==> src/hdl/jkr_pkg.sv <==
// ----------------------------------------------------------------------------
// jkr_pkg
// Shared types and constants of the joystick key repeat unit.
// ----------------------------------------------------------------------------
package jkr_pkg;

  localparam int AXIS_W  = 10;
  localparam int TIME_W  = 16;
  localparam int DIR_W   = 3;
  localparam int DELAY_W = 8;
  localparam int CFG_IDX_W = 3;

  // delay mapping
  localparam logic [AXIS_W-1:0]  DEAD_ZONE  = 10'd80;
  localparam logic [DELAY_W-1:0] FAST_DELAY = 8'd15;
  localparam logic [DELAY_W-1:0] SLOW_DELAY = 8'd200;
  localparam logic [DELAY_W-1:0] DELAY_GAIN = 8'd185;   // slow minus fast

  // divider geometry
  localparam int NUM_W = AXIS_W + DELAY_W;              // 18-bit dividend
  localparam int CNT_W = 5;
  localparam logic [CNT_W-1:0] DIV_LAST = 5'(NUM_W - 1);

  // tap codes
  localparam logic [DIR_W-1:0] KEY_LEFT   = 3'd0;
  localparam logic [DIR_W-1:0] KEY_UP     = 3'd1;
  localparam logic [DIR_W-1:0] KEY_DOWN   = 3'd2;
  localparam logic [DIR_W-1:0] KEY_RIGHT  = 3'd3;
  localparam logic [DIR_W-1:0] KEY_BUTTON = 3'd4;

  // register indexes
  localparam logic [CFG_IDX_W-1:0] REG_X_LOW    = 3'd0;
  localparam logic [CFG_IDX_W-1:0] REG_X_CENTRE = 3'd1;
  localparam logic [CFG_IDX_W-1:0] REG_X_HIGH   = 3'd2;
  localparam logic [CFG_IDX_W-1:0] REG_Y_LOW    = 3'd3;
  localparam logic [CFG_IDX_W-1:0] REG_Y_CENTRE = 3'd4;
  localparam logic [CFG_IDX_W-1:0] REG_Y_HIGH   = 3'd5;
  localparam logic [CFG_IDX_W-1:0] REG_INVERT_X = 3'd6;
  localparam logic [CFG_IDX_W-1:0] REG_INVERT_Y = 3'd7;

  // lane result as seen by the merge logic
  typedef struct packed {
    logic               busy;
    logic               active;
    logic               neg;
    logic               pos;
    logic [DELAY_W-1:0] delay;
  } lane_stat_t;

  // one request worth of taps handed to the output queue
  typedef struct packed {
    logic             load;
    logic             btn;
    logic             x;
    logic             y;
    logic [DIR_W-1:0] x_dir;
    logic [DIR_W-1:0] y_dir;
  } tap_load_t;

endpackage

==> src/hdl/jkr_axis_lane.sv <==
// ----------------------------------------------------------------------------
// jkr_axis_lane
// One axis: dead zone, span select and repeat delay by a restoring divider.
// ----------------------------------------------------------------------------
module jkr_axis_lane (
  input  logic                       clk,
  input  logic                       rst_n,
  input  logic                       start,
  input  logic [jkr_pkg::AXIS_W-1:0] sample,
  input  logic [jkr_pkg::AXIS_W-1:0] lo,
  input  logic [jkr_pkg::AXIS_W-1:0] mid,
  input  logic [jkr_pkg::AXIS_W-1:0] hi,
  output jkr_pkg::lane_stat_t        stat
);

  localparam int AW = jkr_pkg::AXIS_W;
  localparam int NW = jkr_pkg::NUM_W;
  localparam int DW = jkr_pkg::DELAY_W;

  logic signed [AW:0]   defl;
  logic signed [AW:0]   span;
  logic [AW-1:0]        mag;
  logic                 pos;
  logic                 neg;
  logic                 active;
  logic                 fast;
  logic [AW-1:0]        excess;
  logic [NW-1:0]        num;
  logic [AW:0]          den_wide;

  logic                 busy_r, busy_nxt;
  logic [jkr_pkg::CNT_W-1:0] cnt_r, cnt_nxt;
  logic [AW-1:0]        rem_r, rem_nxt;
  logic [NW-1:0]        quo_r, quo_nxt;
  logic [AW-1:0]        den_r, den_nxt;
  logic [DW-1:0]        delay_r, delay_nxt;
  logic                 active_r, active_nxt;
  logic                 neg_r, neg_nxt;
  logic                 pos_r, pos_nxt;

  logic [AW:0]          trial;
  logic                 ge;
  logic [AW:0]          diff;
  logic [NW-1:0]        quo_step;

  always_comb begin
    defl     = $signed({1'b0, sample}) - $signed({1'b0, mid});
    neg      = defl[AW];
    pos      = !defl[AW] && (defl != '0);
    mag      = neg ? AW'(-defl) : defl[AW-1:0];
    span     = pos ? ($signed({1'b0, hi}) - $signed({1'b0, mid}))
                   : ($signed({1'b0, mid}) - $signed({1'b0, lo}));
    active   = (mag >= jkr_pkg::DEAD_ZONE);
    fast     = (span <= $signed({1'b0, jkr_pkg::DEAD_ZONE}));
    excess   = mag - jkr_pkg::DEAD_ZONE;
    num      = NW'(excess) * NW'(jkr_pkg::DELAY_GAIN);
    den_wide = (AW+1)'(span) - (AW+1)'(jkr_pkg::DEAD_ZONE);

    // one quotient bit a cycle
    trial    = {rem_r, quo_r[NW-1]};
    ge       = (trial >= {1'b0, den_r});
    diff     = trial - {1'b0, den_r};
    quo_step = {quo_r[NW-2:0], ge};
  end

  always_comb begin
    busy_nxt   = busy_r;
    cnt_nxt    = cnt_r;
    rem_nxt    = rem_r;
    quo_nxt    = quo_r;
    den_nxt    = den_r;
    delay_nxt  = delay_r;
    active_nxt = active_r;
    neg_nxt    = neg_r;
    pos_nxt    = pos_r;
    if (start) begin
      active_nxt = active;
      neg_nxt    = neg;
      pos_nxt    = pos;
      rem_nxt    = '0;
      quo_nxt    = num;
      den_nxt    = den_wide[AW-1:0];
      cnt_nxt    = '0;
      if (!active) begin
        delay_nxt = '0;
      end else if (fast) begin
        delay_nxt = jkr_pkg::FAST_DELAY;
      end else begin
        busy_nxt = 1'b1;
      end
    end else if (busy_r) begin
      rem_nxt = ge ? diff[AW-1:0] : trial[AW-1:0];
      quo_nxt = quo_step;
      cnt_nxt = cnt_r + 1'b1;
      if (cnt_r == jkr_pkg::DIV_LAST) begin
        busy_nxt = 1'b0;
        // quotient beyond the gain wraps below the fastest delay
        if (quo_step > NW'(jkr_pkg::DELAY_GAIN)) begin
          delay_nxt = jkr_pkg::FAST_DELAY;
        end else begin
          delay_nxt = jkr_pkg::SLOW_DELAY - quo_step[DW-1:0];
        end
      end
    end
  end

  always_ff @(posedge clk) begin
    if (!rst_n) begin
      busy_r   <= 1'b0;
      cnt_r    <= '0;
      active_r <= 1'b0;
      delay_r  <= '0;
    end else begin
      busy_r   <= busy_nxt;
      cnt_r    <= cnt_nxt;
      active_r <= active_nxt;
      delay_r  <= delay_nxt;
    end
  end

  always_ff @(posedge clk) begin
    rem_r <= rem_nxt;
    quo_r <= quo_nxt;
    den_r <= den_nxt;
    neg_r <= neg_nxt;
    pos_r <= pos_nxt;
  end

  always_comb begin
    stat.busy   = busy_r;
    stat.active = active_r;
    stat.neg    = neg_r;
    stat.pos    = pos_r;
    stat.delay  = delay_r;
  end

endmodule

==> src/hdl/jkr_tap_queue.sv <==
// ----------------------------------------------------------------------------
// jkr_tap_queue
// Merges button and axis taps of one request and drains them in order.
// ----------------------------------------------------------------------------
module jkr_tap_queue (
  input  logic                      clk,
  input  logic                      rst_n,
  input  jkr_pkg::tap_load_t        ld,
  output logic                      empty,
  output logic                      out_valid,
  input  logic                      out_stall,
  output logic [jkr_pkg::DIR_W-1:0] out_key_dir,
  output logic                      out_last_of_run
);

  localparam int DRW = jkr_pkg::DIR_W;

  logic [1:0]     cnt_r, cnt_nxt;
  logic [DRW-1:0] e0_r, e1_r, e2_r;
  logic [DRW-1:0] e0_nxt, e1_nxt, e2_nxt;
  logic           pop;

  assign pop = (cnt_r != 2'd0) && !out_stall;

  always_comb begin
    cnt_nxt = cnt_r;
    e0_nxt  = e0_r;
    e1_nxt  = e1_r;
    e2_nxt  = e2_r;
    if (ld.load && (cnt_r == 2'd0)) begin
      cnt_nxt = 2'(ld.btn) + 2'(ld.x) + 2'(ld.y);
      e0_nxt  = ld.btn ? jkr_pkg::KEY_BUTTON : (ld.x ? ld.x_dir : ld.y_dir);
      e1_nxt  = (ld.btn && ld.x) ? ld.x_dir : ld.y_dir;
      e2_nxt  = ld.y_dir;
    end else if (pop) begin
      cnt_nxt = cnt_r - 2'd1;
      e0_nxt  = e1_r;
      e1_nxt  = e2_r;
    end
  end

  always_ff @(posedge clk) begin
    if (!rst_n) begin
      cnt_r <= 2'd0;
    end else begin
      cnt_r <= cnt_nxt;
    end
  end

  always_ff @(posedge clk) begin
    e0_r <= e0_nxt;
    e1_r <= e1_nxt;
    e2_r <= e2_nxt;
  end

  assign empty           = (cnt_r == 2'd0);
  assign out_valid       = (cnt_r != 2'd0);
  assign out_key_dir     = e0_r;
  // the queue only ever holds one request's run
  assign out_last_of_run = (cnt_r == 2'd1);

endmodule

==> src/hdl/joystick_key_repeat_unit.sv <==
// ----------------------------------------------------------------------------
// joystick_key_repeat_unit
// Joystick sample to key taps: button edge, X and Y auto-repeat by deflection.
// ----------------------------------------------------------------------------
// flow: an accepted request passes the axis lanes, dividing only where needed,
//   then ST_RUN and ST_LOAD; taps leave one a cycle while out_stall is low
// requests: in_stall holds off a new one until the last is in the tap queue;
//   each axis lane has an 18-step restoring divider; both lanes divide together
// reset: synchronous active-low; registers take their defaults, button history
//   and both tap timers clear to zero
// ----------------------------------------------------------------------------
module joystick_key_repeat_unit (
  input  logic                          clk,
  input  logic                          rst_n,
  // sample request channel
  input  logic                          in_valid,
  output logic                          in_stall,
  input  logic [jkr_pkg::AXIS_W-1:0]    in_x_sample,
  input  logic [jkr_pkg::AXIS_W-1:0]    in_y_sample,
  input  logic                          in_button_level,
  input  logic [jkr_pkg::TIME_W-1:0]    in_now_ms,
  // tap channel
  output logic                          out_valid,
  input  logic                          out_stall,
  output logic [jkr_pkg::DIR_W-1:0]     out_key_dir,
  output logic                          out_last_of_run,
  // configuration writes
  input  logic                          cfg_we,
  input  logic [jkr_pkg::CFG_IDX_W-1:0] cfg_index,
  input  logic [jkr_pkg::AXIS_W-1:0]    cfg_wdata
);

  localparam int AW = jkr_pkg::AXIS_W;
  localparam int TW = jkr_pkg::TIME_W;

  // control states
  localparam logic [1:0] ST_IDLE = 2'd0;   // waiting for a request
  localparam logic [1:0] ST_RUN  = 2'd1;   // lanes dividing
  localparam logic [1:0] ST_LOAD = 2'd2;   // waiting for the queue to drain

  logic [1:0] state_r, state_nxt;

  // configuration registers
  logic [AW-1:0] x_low_r, x_centre_r, x_high_r;
  logic [AW-1:0] y_low_r, y_centre_r, y_high_r;
  logic          invert_x_r, invert_y_r;

  // per-request state
  logic          prev_button_r;
  logic          btn_tap_r;
  logic [TW-1:0] now_r;
  logic [TW-1:0] x_last_r, x_last_nxt;
  logic [TW-1:0] y_last_r, y_last_nxt;

  logic                 accept;
  jkr_pkg::lane_stat_t  x_stat, y_stat;
  jkr_pkg::tap_load_t   ld;
  logic                 q_empty;
  logic [TW-1:0]        x_elapsed, y_elapsed;
  logic                 x_fire, y_fire;

  assign in_stall = (state_r != ST_IDLE);
  assign accept   = in_valid && !in_stall;

  // configuration write port, no read-back
  always_ff @(posedge clk) begin
    if (!rst_n) begin
      x_low_r    <= 10'd45;
      x_centre_r <= 10'd516;
      x_high_r   <= 10'd930;
      y_low_r    <= 10'd85;
      y_centre_r <= 10'd516;
      y_high_r   <= 10'd970;
      invert_x_r <= 1'b0;
      invert_y_r <= 1'b0;
    end else if (cfg_we) begin
      case (cfg_index)
        jkr_pkg::REG_X_LOW:    x_low_r    <= cfg_wdata;
        jkr_pkg::REG_X_CENTRE: x_centre_r <= cfg_wdata;
        jkr_pkg::REG_X_HIGH:   x_high_r   <= cfg_wdata;
        jkr_pkg::REG_Y_LOW:    y_low_r    <= cfg_wdata;
        jkr_pkg::REG_Y_CENTRE: y_centre_r <= cfg_wdata;
        jkr_pkg::REG_Y_HIGH:   y_high_r   <= cfg_wdata;
        jkr_pkg::REG_INVERT_X: invert_x_r <= cfg_wdata[0];
        jkr_pkg::REG_INVERT_Y: invert_y_r <= cfg_wdata[0];
        default: ;
      endcase
    end
  end

  // two axis lanes work side by side on one request
  jkr_axis_lane u_x_lane (
    .clk    (clk),
    .rst_n  (rst_n),
    .start  (accept),
    .sample (in_x_sample),
    .lo     (x_low_r),
    .mid    (x_centre_r),
    .hi     (x_high_r),
    .stat   (x_stat)
  );

  jkr_axis_lane u_y_lane (
    .clk    (clk),
    .rst_n  (rst_n),
    .start  (accept),
    .sample (in_y_sample),
    .lo     (y_low_r),
    .mid    (y_centre_r),
    .hi     (y_high_r),
    .stat   (y_stat)
  );

  // timer check: elapsed time wraps at 16 bits, idle lanes carry delay zero
  always_comb begin
    x_elapsed = now_r - x_last_r;
    y_elapsed = now_r - y_last_r;
    x_fire    = x_stat.active && (x_elapsed > TW'(x_stat.delay));
    y_fire    = y_stat.active && (y_elapsed > TW'(y_stat.delay));
  end

  // control sequence
  always_comb begin
    state_nxt  = state_r;
    x_last_nxt = x_last_r;
    y_last_nxt = y_last_r;
    ld.load    = 1'b0;
    ld.btn     = btn_tap_r;
    ld.x       = x_fire;
    ld.y       = y_fire;
    // direction selection honors the invert bits
    ld.x_dir   = (invert_x_r ? x_stat.pos : x_stat.neg) ? jkr_pkg::KEY_LEFT
                                                         : jkr_pkg::KEY_RIGHT;
    ld.y_dir   = (invert_y_r ? y_stat.neg : y_stat.pos) ? jkr_pkg::KEY_UP
                                                         : jkr_pkg::KEY_DOWN;
    case (state_r)
      ST_IDLE: begin
        if (accept) begin
          state_nxt = ST_RUN;
        end
      end
      ST_RUN: begin
        if (!x_stat.busy && !y_stat.busy) begin
          state_nxt = ST_LOAD;
        end
      end
      ST_LOAD: begin
        // hand over once the previous run is fully taken
        if (q_empty) begin
          ld.load   = 1'b1;
          state_nxt = ST_IDLE;
          if (x_fire) begin
            x_last_nxt = now_r;
          end
          if (y_fire) begin
            y_last_nxt = now_r;
          end
        end
      end
      default: begin
        state_nxt = ST_IDLE;
      end
    endcase
  end

  always_ff @(posedge clk) begin
    if (!rst_n) begin
      state_r       <= ST_IDLE;
      prev_button_r <= 1'b0;
      btn_tap_r     <= 1'b0;
      x_last_r      <= '0;
      y_last_r      <= '0;
    end else begin
      state_r  <= state_nxt;
      x_last_r <= x_last_nxt;
      y_last_r <= y_last_nxt;
      if (accept) begin
        // falling edge of the active-low button
        btn_tap_r     <= prev_button_r && !in_button_level;
        prev_button_r <= in_button_level;
      end
    end
  end

  always_ff @(posedge clk) begin
    if (accept) begin
      now_r <= in_now_ms;
    end
  end

  // merge stage: button, X, Y in that order
  jkr_tap_queue u_tap_queue (
    .clk             (clk),
    .rst_n           (rst_n),
    .ld              (ld),
    .empty           (q_empty),
    .out_valid       (out_valid),
    .out_stall       (out_stall),
    .out_key_dir     (out_key_dir),
    .out_last_of_run (out_last_of_run)
  );

endmodule

==> config.mk <==
export PLATFORM = sky130hd
export DESIGN_NAME = joystick_key_repeat_unit
export DESIGN_NICKNAME = d
export VERILOG_FILES = /design/src/hdl/jkr_pkg.sv /design/src/hdl/jkr_axis_lane.sv /design/src/hdl/jkr_tap_queue.sv /design/src/hdl/joystick_key_repeat_unit.sv
export SDC_FILE = /design/constraint.sdc
export NUM_CORES = 1
export LEC_CHECK = 0
export BUFFER_PORTS_ARGS = -buffer_cell sky130_fd_sc_hd__buf_2
export CORE_MARGIN = 3
export CORE_UTILIZATION = 23
export DETAILED_ROUTE_END_ITERATION = 7
export HOLD_SLACK_MARGIN = 0.08
export SETUP_SLACK_MARGIN = 0.3
export SLEW_MARGIN = 25
export SYNTH_ARGS = -nofsm -noshare
export SYNTH_HDL_FRONTEND = slang
export SYNTH_SLANG_ARGS = --single-unit
==> constraint.sdc <==
create_clock -name clk -period 20.4 [get_ports clk]
set_clock_uncertainty 0.15 [all_clocks]
set_input_delay 3.06 -clock clk [delete_from_list [all_inputs] [get_ports clk]]
set_output_delay 3.06 -clock clk [all_outputs]
set_load 0.05 [all_outputs]
==> results.tsv, run 1 <==
metric	value	unit
Die Ht	295	um
Max-slew headroom	34.0	%
post-route setup TNS	0	ns
Syn Nets	2610	
root buf cell	clkbuf_16	
Ant. Diodes	0	
final hold vios	0	
1st-iter DRT viols	835	
maximum clock rate	101	MHz
clock sinks	233	
Avg WL per Cell	13.5	um
Die ar.	87200	um2
Setup-failing EPs final	0	
top cell type's share of synthesized area	15.6	%
Hold WC Path Type	reg2reg	
initial antenna violation count	3	
crit end category	flop	
core area	82500	um2
Non-Filler Instances	3393	
Slew @ Worst Pin	0.989	ns
CTS buffer count	27	
Residual DRC	0	
Peak VDD IR	0.000228	V
hold_sp	u_x_lane.delay_r[7]$_SDFFE_PN0P_	
met3 track utilization from global routing	1.32	%
largest net degree at the start of global routing	85	
RSZ-0062 raised after global routing	false	
DP Area	20700	um2
GR Overflow Total	0	
Clock transition at path regs	0.06	ns
Placed Cells	3344	
CP Class	in2reg	
worst hold margin	0.304	ns
HPWL after detailed placement	35.5	mm
Final Critical Period	9.89	ns
num rows	105	
register area share after synthesis	28.5	%
post-synthesis async set-or-reset flop share	0	%
grt met1 use	14.2	%
layout cell share with drive strength beyond 1	6.41	%
Max stage delay cell, worst path	xnor2_1	
TritonRoute pass-1 iters	5	
vias per cell	4.50	
most used cell, CP	ha_1	
area delta synth->final	12.4	%
Setup crit end	u_x_lane.quo_r[17]$_DFFE_PP_	
Final Wtd Congestion	0.829	
final worst path period share	48.5	%
worst r2r dst	u_x_lane.quo_r[17]$_DFFE_PP_	
maximum fanout along the worst path	10	
Synth Instances	2264	
status	finished, final reports clean	
starting density of the core	23.3	%
Resize count post-CTS	0	
Max stage delay on crit path	0.59	ns
most common cell after layout, fill and taps aside	nand2_1	
count of cell types in the netlist	90	
CTS tree	done	
Avg Synthesized Cell Area	8.51	um2
postcts setup bufs	0	
H-Tree Depth	1	
first-pass GRT wire length	76.6	mm
Post-synth EDFFs	83	
# IOs	61	
routed via count	15259	
GRT Overall Usage	10.5	%
YS warnings	0	
gr busiest metal	met2	
final instance area	21600	um2
Mapped Area	19300	um2
R2R depth	28	
Slew Limit Fails	0	
Seq cells post-synth	233	
area leader, netlist	dfxtp_1	
P_leak	9.22	nW
WL final	45.7	mm
reg-to-reg slack, setup	12.71	ns
most frequent cells in the layout	nand2_1, inv_1, ha_1	
Startpoint Class	input port	
worst r2r src	x_centre_r[5]$_SDFFE_PN0P_	
fin nets	2649	
top post-synthesis cells by area	dfxtp_1, ha_1, edfxtp_1	
PortBufs	60	
Routed Antenna Nets	0	
launch point of the worst path	in_x_sample[0]	
die width	295	um
Critical Path RT	20.52	ns
number of global-route vias before repair	15113	
Top FF cell, synth	dfxtp_1	
CTS Hold Bufs	0	
max capacitance violation total	0	
PwrDens	166	nW/um2
met2 Resource Use GR	17.9	%
Clk Latency, worst-skew pair	0.55	ns
Worst Path Arrival	10.01	ns
Max Buffers Root-to-Sink	3	
[logic make-up (layout without fill, tap and decap cells)]
kind of cell | count (synthesis) | in the layout | share of synthesized area (%)
mux | 49 | 49 | 2.57
simple gates | 696 | 696 | 16.8
xor+xnor | 149 | 149 | 6.89
flops | 233 | 233 | 28.5
buf+inv | 317 | 376 | 6.26
fa+ha+maj | 291 | 291 | 20.9
compound gates | 529 | 529 | 18.1
[routing by layer]
metal,part of all wire (%),wire length (um)
met1,49,22600
met2,45,20600
met3,3.2,1470
met4,2.2,986
met5,0.020,9
[where the power goes]
| group | total [mW] | internal [mW] | switching, mW |
|---|---|---|---|
| Combinational | 2.45 | 1.11 | 1.34 |
| Clock | 0.492 | 0.293 | 0.199 |
| Sequential | 0.657 | 0.603 | 0.0537 |
| Total | 3.60 | 2.00 | 1.60 |
[cells in the mapped netlist (12+ instances only)]
| master | number |
|---|---|
| fa_1 | 51 |
| nand4_1 | 15 |
| o21a_1 | 26 |
| dfxtp_1 | 150 |
| inv_1 | 250 |
| mux2i_1 | 46 |
| clkbuf_1 | 50 |
| o2111ai_1 | 12 |
| o21ai_0 | 121 |
| ha_1 | 240 |
| nor2b_1 | 36 |
| xor2_1 | 57 |
| o211ai_1 | 25 |
| nor3_1 | 34 |
| nand3_1 | 55 |
| a21oi_1 | 154 |
| a211oi_1 | 18 |
| nand2b_1 | 34 |
| nand2_1 | 308 |
| a21o_1 | 45 |
| and2_1 | 12 |
| edfxtp_1 | 83 |
| nor2_1 | 131 |
| xnor2_1 | 89 |
[critical path, delay by kind of cell]
family                   cells  cell delay (ns)
AO/OA/AOI/OAI               10             1.68
adder cells (fa/ha/maj)      8             2.71
buffers and inverters        6             0.74
XOR/XNOR                     4             1.45
AND/OR/NAND/NOR              3             0.35
[metrics by stage]
stage / util [%] / total power, mW / worst slack (ns)
finish: 26.2 / 3.60 / 10.51
global route: 26.2 / 4.07 / 9.82
CTS: 26.2 / 3.66 / 10.51
detailed placement: 25.1 / 3.14 / 9.93
global placement: 25.1 / 3.13 / 10.14
floorplan: - / 2.67 / 10.82
[state kept, by name, summed over array words and instances, names as in the netlist, 16 cells and up]
signal,count
y_last_r,16
now_r,16
u_y_lane.quo_r,18
x_last_r,16
u_x_lane.quo_r,18
[layout make-up]
class                           count  area (um2)
Inverter                          256         962
Clock buffer                       39         792
Tap cell                         1070        1340
Sequential cell                   233        5500
Multi-Input combinational cell   1714       12600
Clock inverter                     10         104
Timing Repair Buffer               71         385
Fill cell                        8952       60900
[how the worst min path moves through the flow]
stage / end / cells after the start
after floorplan: u_x_lane.delay_r[7]$_SDFFE_PN0P_ / 1
after global placement: u_x_lane.delay_r[7]$_SDFFE_PN0P_ / 1
final: u_x_lane.delay_r[7]$_SDFFE_PN0P_ / 1
after global routing: u_x_lane.delay_r[7]$_SDFFE_PN0P_ / 1
after detailed placement: u_x_lane.delay_r[7]$_SDFFE_PN0P_ / 1
after CTS: u_x_lane.delay_r[7]$_SDFFE_PN0P_ / 1
Power figures use the tool's default switching activity.
==> inputs of run 2 (changes only) <==
==> constraint.sdc (replaced) <==
create_clock -name clk -period 10.3 [get_ports clk]
set_clock_uncertainty 0.15 [all_clocks]
set_input_delay 1.545 -clock clk [delete_from_list [all_inputs] [get_ports clk]]
set_output_delay 1.545 -clock clk [all_outputs]
set_load 0.05 [all_outputs]
==> run 2 against run 1 <==
Hold slack about the same. Critical path depth is the same. Largest power group unchanged. Critical endpoint unchanged. Register-to-register slack lost 10 ns.
==> results.tsv, run 2 (synthesis results as in run 1) <==
metric	value	unit
status	finished, final reports clean	
num rows	105	
final worst path period share	80.9	%
layout cell share with drive strength beyond 1	6.63	%
largest net degree at the start of global routing	85	
overall power	7.21	mW
CTS tree	done	
Avg WL per Cell	13.5	um
Seq pwr share	18.1	%
WL final	45.8	mm
Net Switching	3.18	mW
postcts setup bufs	0	
Worst Path Buf+Inv	6	
Routed Antenna Nets	0	
root buf cell	clkbuf_16	
GRT Overall Usage	10.5	%
PortBufs	60	
Final Wtd Congestion	0.829	
maximum clock rate	120	MHz
pre-CTS WS	1.41	ns
routed via count	15354	
Hold WC Path Type	reg2reg	
CP Class	in2reg	
H-Tree Depth	1	
crit end category	flop	
number of global-route vias before repair	15121	
1st-iter DRT viols	852	
Non-Filler Instances	3394	
Max-slew headroom	33.4	%
TritonRoute pass-1 iters	5	
Peak VDD IR	0.000339	V
vias per cell	4.52	
CTS Hold Bufs	0	
# IOs	61	
RSZ-0062 raised after global routing	false	
Slew Limit Fails	0	
Setup-failing EPs final	0	
Max stage delay cell, worst path	xnor2_1	
starting density of the core	23.3	%
most common cell after layout, fill and taps aside	nand2_1	
Resize count post-CTS	0	
first-pass GRT wire length	76.5	mm
Startpoint Class	input port	
maximum fanout along the worst path	10	
Placed Cells	3344	
biggest regs	u_x_lane.quo_r: 18 flops, u_y_lane.quo_r: 18 flops	
core area	82500	um2
reg-to-reg slack, setup	2.62	ns
PwrDens	332	nW/um2
Worst Path Arrival	8.45	ns
max capacitance violation total	0	
switch share	44.1	%
clock sinks	233	
most used cell, CP	ha_1	
initial antenna violation count	3	
Die ar.	87200	um2
Ant. Diodes	0	
Comb pwr share	67.3	%
final hold vios	0	
HPWL after detailed placement	35.6	mm
clock power share	14.7	%
Residual DRC	0	
most frequent cells in the layout	nand2_1, inv_1, ha_1	
fin nets	2649	
internal power	4.03	mW
Clk Latency, worst-skew pair	0.57	ns
GR Overflow Total	0	
post-route setup slack	1.97	ns
Slew @ Worst Pin	0.999	ns
post-route setup TNS	0	ns
Max stage delay on crit path	0.53	ns
CTS buffer count	27	
Max Buffers Root-to-Sink	3	
Clock transition at path regs	0.06	ns
delay-heaviest family, CP	adder cells	
Final Critical Period	8.33	ns
Die Ht	295	um
P_leak	9.26	nW
Critical Path RT	10.42	ns
area delta synth->final	12.8	%
die width	295	um
run 2: worst min-delay path: stages, from the launching register on:
cell,delay [ns]
dfxtp_1,0.31
nand2_1,0.05
a21oi_1,0.05
run 2: layout make-up:
cell class                 count  area [um2]
timing repair buffer          71         385
clock inverter                14         194
tap                         1070        1340
sequential                   233        5500
fill                        8931       60800
clock buffer                  36         792
inverter                     256         962
multi-input combinational   1714       12600
run 2: per-layer routing:
metal | GRT usage, % | routed length [um] | share of wire (%)
met5 | 0 | 8 | 0.017
met4 | 2.57 | 1080 | 2.4
met3 | 1.26 | 1650 | 3.6
met2 | 17.9 | 20600 | 45
met1 | 14.2 | 22400 | 49
run 2: power by group through the flow:
| stage | logic, mW | clock network [mW] | registers, mW |
|---|---|---|---|
| floorplan | 4.01 | 0 | 1.28 |
| finish | 4.85 | 1.06 | 1.30 |
| detailed placement | 4.91 | 0 | 1.32 |
| CTS | 4.95 | 1.09 | 1.30 |
| global route | 5.67 | 1.12 | 1.32 |
| global placement | 4.87 | 0 | 1.32 |
run 2: worst paths after layout:
check	start	end	depth (start not counted)
worst min register to register	x_low_r[9]$_SDFFE_PN0P_	x_low_r[9]$_SDFFE_PN0P_	2
worst min-delay path	x_low_r[9]$_SDFFE_PN0P_	x_low_r[9]$_SDFFE_PN0P_	2
worst max-delay path	in_x_sample[0]	u_x_lane.quo_r[17]$_DFFE_PP_	31
worst max register to register	x_centre_r[0]$_SDFFE_PN0P_	u_x_lane.quo_r[17]$_DFFE_PP_	29
run 2: per-stage QoR:
step | util [%] | hold WS, ns | area [um2]
3_3_place_gp | 25.1 | 0.287 | 20700
4_1_cts | 26.3 | 0.307 | 21700
5_1_grt | 26.3 | 0.328 | 21700
3_5_place_dp | 25.1 | 0.298 | 20700
2_1_floorplan | - | 0.277 | 19300
6_report | 26.3 | 0.304 | 21700
